==> src/sqct_pkg.sv <==
// Shared constants for the sprite quad camera transform.
// Holds the CORDIC table and gain, quadrant codes and register indexes; no dependencies.
`timescale 1ns / 1ps
package sqct_pkg;

  localparam int ATAN_LEN = 24;

  // atan(2^-i) in units of 2^32 per turn
  localparam logic [31:0] ATAN_TAB [ATAN_LEN] = '{
    32'd536870912, 32'd316933406, 32'd167458907, 32'd85004756, 32'd42667331,
    32'd21354465, 32'd10679838, 32'd5340245, 32'd2670163, 32'd1335087,
    32'd667544, 32'd333772, 32'd166886, 32'd83443, 32'd41722, 32'd20861,
    32'd10430, 32'd5215, 32'd2608, 32'd1304, 32'd652, 32'd326, 32'd163, 32'd81
  };

  // CORDIC gain, Q2.30
  localparam logic signed [32:0] CORDIC_GAIN = 33'sd652032874;

  localparam logic [1:0] QUAD_0 = 2'd0;
  localparam logic [1:0] QUAD_1 = 2'd1;
  localparam logic [1:0] QUAD_2 = 2'd2;
  localparam logic [1:0] QUAD_3 = 2'd3;

  localparam logic [2:0] REG_CAMERA_X     = 3'd0;
  localparam logic [2:0] REG_CAMERA_Y     = 3'd1;
  localparam logic [2:0] REG_CAMERA_ZOOM  = 3'd2;
  localparam logic [2:0] REG_CAMERA_ANGLE = 3'd3;
  localparam logic [2:0] REG_FRAME_WIDTH  = 3'd4;
  localparam logic [2:0] REG_FRAME_HEIGHT = 3'd5;

endpackage

==> src/sqct_cordic.sv <==
// Pipelined rotation-mode CORDIC giving Q2.30 cosine and sine of a binary angle.
// Depends on sqct_pkg; the load, every step and the quadrant fold are registered.
`timescale 1ns / 1ps
module sqct_cordic
  import sqct_pkg::*;
#(
  parameter int STEPS = 16
) (
  input  logic                clk,
  input  logic                en,
  input  logic [15:0]         angle,
  output logic signed [32:0]  cos_q,
  output logic signed [32:0]  sin_q
);

  logic signed [32:0] x [STEPS+1];
  logic signed [32:0] y [STEPS+1];
  logic signed [32:0] z [STEPS+1];
  logic [1:0]         q [STEPS+1];

  // load start vector, quadrant held aside
  always_ff @(posedge clk) begin
    if (en) begin
      x[0] <= CORDIC_GAIN;
      y[0] <= '0;
      z[0] <= signed'({3'b000, angle[13:0], 16'h0000});
      q[0] <= angle[15:14];
    end
  end

  for (genvar i = 0; i < STEPS; i++) begin : g_step
    logic signed [32:0] at;
    assign at = signed'({1'b0, ATAN_TAB[i]});
    always_ff @(posedge clk) begin
      if (en) begin
        q[i+1] <= q[i];
        if (z[i] >= 0) begin
          x[i+1] <= x[i] - (y[i] >>> i);
          y[i+1] <= y[i] + (x[i] >>> i);
          z[i+1] <= z[i] - at;
        end else begin
          x[i+1] <= x[i] + (y[i] >>> i);
          y[i+1] <= y[i] - (x[i] >>> i);
          z[i+1] <= z[i] + at;
        end
      end
    end
  end

  // fold the quadrant back in
  always_ff @(posedge clk) begin
    if (en) begin
      case (q[STEPS])
        QUAD_0: begin cos_q <= x[STEPS];  sin_q <= y[STEPS];  end
        QUAD_1: begin cos_q <= -y[STEPS]; sin_q <= x[STEPS];  end
        QUAD_2: begin cos_q <= -x[STEPS]; sin_q <= -y[STEPS]; end
        default: begin cos_q <= y[STEPS]; sin_q <= -x[STEPS]; end
      endcase
    end
  end

endmodule

==> config.mk <==
export PLATFORM = sky130hd
export DESIGN_NAME = sqct_cordic
export DESIGN_NICKNAME = d
export VERILOG_FILES = /design/src/sqct_pkg.sv /design/src/sqct_cordic.sv
export SDC_FILE = /design/constraint.sdc
export NUM_CORES = 2
export LEC_CHECK = 0
export BUFFER_PORTS_ARGS = -buffer_cell sky130_fd_sc_hd__clkbuf_2
export CORE_ASPECT_RATIO = 0.6
export CORE_MARGIN = 2
export CORE_UTILIZATION = 60
export DETAILED_ROUTE_END_ITERATION = 7
export PLACE_DENSITY = 0.86
export SYNTH_ARGS = -nofsm -noshare
export SYNTH_HDL_FRONTEND = slang
export SYNTH_SLANG_ARGS = --single-unit
==> constraint.sdc <==
create_clock -name clk -period 14 [get_ports clk]
set_input_delay 0 -clock clk [delete_from_list [all_inputs] [get_ports clk]]
set_output_delay 0 -clock clk [all_outputs]
set_load 0.1 [all_outputs]
==> reports/metrics.yaml <==
outcome:
  outcome: "complete, but fails checks"
  violations: "DRC"
synthesis:
  synth-main-ff-cell: "edfxtp_1"
  syn_area_per_cell_um2: 9.65
  synth_area_um2: 120000
  ys_ff_latch: 1454
  synth_edf_count: 1454
  ys_seq_area_share_pct: 36.2
  async_reset_ff_share_pct: 0
  synth_nets: 13800
  yosysWarnings: 0
  syn_inst: 12500
  synth.distinct_cells: 90
flow_run:
  max_cap_viol_count: 0
grt:
  grt_max_degree: 149
  overflow: 0
  antenna_found_initial: 17
  grt_pass1_vias: 92800
  grt_util_all_layers_pct: 35.1
  grt_pass1_wl_um: 558000
setup_path:
  r2r-start: "z[8][32]"
  critPathCaptureType: "register"
  critical_path_arrival_ns: 7.38
  crit_type: "reg2reg"
  required_ns: 14.47
  cpPeakStageDelay_ns: 0.79
  reg2reg_slack_ns: 7.10
  crit_path_max_fanout: 54
  reg2reg_to: "z[9][31]"
  cp_cell_sequence: "nand2_1 -> buf_4 -> inv_2 -> ha_1 -> fa_1 -> a21o_1 -> a21oi_1 -> o211ai_1 -> and4_1 -> a211oi_1 -> o211ai_1 -> a21oi_1 -> o21ai_0 -> a221oi_1 -> xnor2_1"
  rr_worst_depth: 15
  start_kind: "register"
  crit_start: "z[8][32]"
  cpMaxStageDelayCell: "edfxtp_1"
  path_buf_inv: 2
  critPathTopFamily: "compound AO/OA/AOI/OAI gates"
floorplan:
  die-area_um2: 205000
  die_width_um: 583
  coreArea_um2: 200000
  start_util_pct: 60.4
  row_count: 127
  chipHeight_um: 351
  ioPinCount: 84
min_path:
  hp-class: "in2reg"
  holdPathStages: 2
  min_delay_worst_endpoint: "cos_q[24]"
  worstHoldStart: "en"
sta:
  worstMarginPinSlew_ns: 1.34
  relSlewSlack_pct: 10.0
  rsz0062_at_grt: "false"
  max_clock_freq_mhz: 145
  min_period_ns: 6.90
  setup_violations: 0
  hold_viol: 0
  skew_ns: 0.0662
  tns_ns: 0
  fin_crit_sh_pct: 49.3
  slew_violations: 0
clock_network:
  cts_hold_buf: 33
  clk_pin_slew_ns: 0.07
  numCtsBuffers: 156
  post_cts_buffers: 0
  clock_tree.root_cell: "clkbuf_16"
  clock_latency_ns: 0.86
  clock_path_buffers: 4
  cts_resized: 0
  cts.sink_count: 1454
  ctsHtreeMaxLevel: 4
  cts_tree: "built"
routing:
  ant_nets: 0
  drt_iter0_drc: 12700
  vias: 101000
  via_per_inst: 6.58
  drt_pass1_iterations: 8
  routed_wl_um: 371000
  drc: 2
  wire_per_inst_um: 24.2
cells_and_area:
  drive_above_1_share_pct: 4.39
  nets: 13900
  area_delta_synth_final_pct: 7.22
placement:
  io_buffers: 83
  dpl.hpwl_um: 289000
  gp_congestion: 1.02
==> state kept, by name (all words and copies together) (netlist names) <==
signal and cells:
y 463, x 461, z 430, q 34, cos_q 33, sin_q 33
==> logic make-up (layout without fill, tap and decap cells) <==
| group | Yosys count | in the layout | share of synthesized area [%] |
|---|---|---|---|
| adders and majority gates | 1339 | 1339 | 14.1 |
| muxes | 100 | 100 | 0.911 |
| other | 0 | 28 | 0 |
| xor gates and xnor gates | 1794 | 1794 | 13.0 |
| buffers and inverters | 724 | 891 | 2.27 |
| AOI/OAI and AO/OA | 3957 | 3957 | 20.8 |
| DFF | 1454 | 1454 | 36.2 |
| and+or+nand+nor | 3118 | 3118 | 12.6 |
==> cell usage in the layout (no fill, tap or decap), types with 172 or more instances in the layout <==
cell type	synthesis	final
nor2b_1	172	172
xnor2_1	1138	1138
a21oi_1	1284	1284
a21o_1	673	673
nor2_1	880	880
nand2_1	763	761
xor2_1	656	655
nor3_1	247	247
o21a_1	183	183
nand2b_1	187	187
edfxtp_1	1454	1454
nand3_1	188	188
o21ai_0	753	753
ha_1	1302	1302
inv_1	430	429
==> stage by stage <==
| stage | setup slack, ns | cells | hold slack, ns | instance area, um^2 | util, % |
|---|---|---|---|---|---|
| after floorplan | 9.30 | 12500 | 0.0989 | 120000 | - |
| after global placement | 7.50 | 15000 | 0.181 | 124000 | 62.0 |
| after detailed placement | 7.42 | 15000 | 0.180 | 124000 | 62.0 |
| after CTS | 7.49 | 15300 | 0.240 | 129000 | 64.7 |
| after global routing | 7.03 | 15300 | 0.267 | 129000 | 64.7 |
| final | 7.10 | 15300 | 0.255 | 129000 | 64.7 |
==> routing by layer <==
layer	share of wire [%]	up-vias	routed length [um]	global-route usage, %
met4	1.8	16	6630	6.51
met3	14	553	51400	13.1
met5	0.25	-	937	2.15
met1	45	48300	167000	52.9
met2	39	5173	145000	47.2
li1	-	46800	-	-
==> worst max-delay path by stage <==
stage               depth (start not counted)        end  slack, ns
global route                               15   z[9][31]       7.03
global placement                           15   z[9][31]       7.50
finish                                     15   z[9][31]       7.10
detailed placement                         20  x[12][32]       7.42
CTS                                        15   z[9][31]       7.49
floorplan                                  19   x[6][31]       9.30
==> layout make-up <==
type	instances	area, um^2
Multi-Input combinational cell	10300	74100
Timing Repair Buffer	183	1290
Antenna cell	28	70.1
Tap cell	2644	3310
Clock buffer	179	4050
Inverter	435	1630
Clock inverter	94	1060
Sequential cell	1454	43700
Fill cell	15800	70400
==> Yosys cell counts, drive strengths merged (150+ instances only) <==
cell / instances / share of area (%)
xnor2: 1138 / 8.3
nor2: 880 / 2.7
nor3: 247 / 1.0
inv: 433 / 1.3
nand3: 188 / 0.78
clkbuf: 243 / 0.76
nand2b: 187 / 0.97
xor2: 656 / 4.8
o21ai: 755 / 3.1
o21a: 183 / 1.1
edfxtp: 1454 / 36
a21oi: 1285 / 5.3
o31ai: 150 / 0.93
nor2b: 172 / 0.89
a21o: 673 / 4.2
nand2: 763 / 2.4
o21bai: 160 / 1.0
ha: 1302 / 14
Power is not shown: default switching activity piles up to over one toggle a cycle in this logic, so the estimate is an artifact.
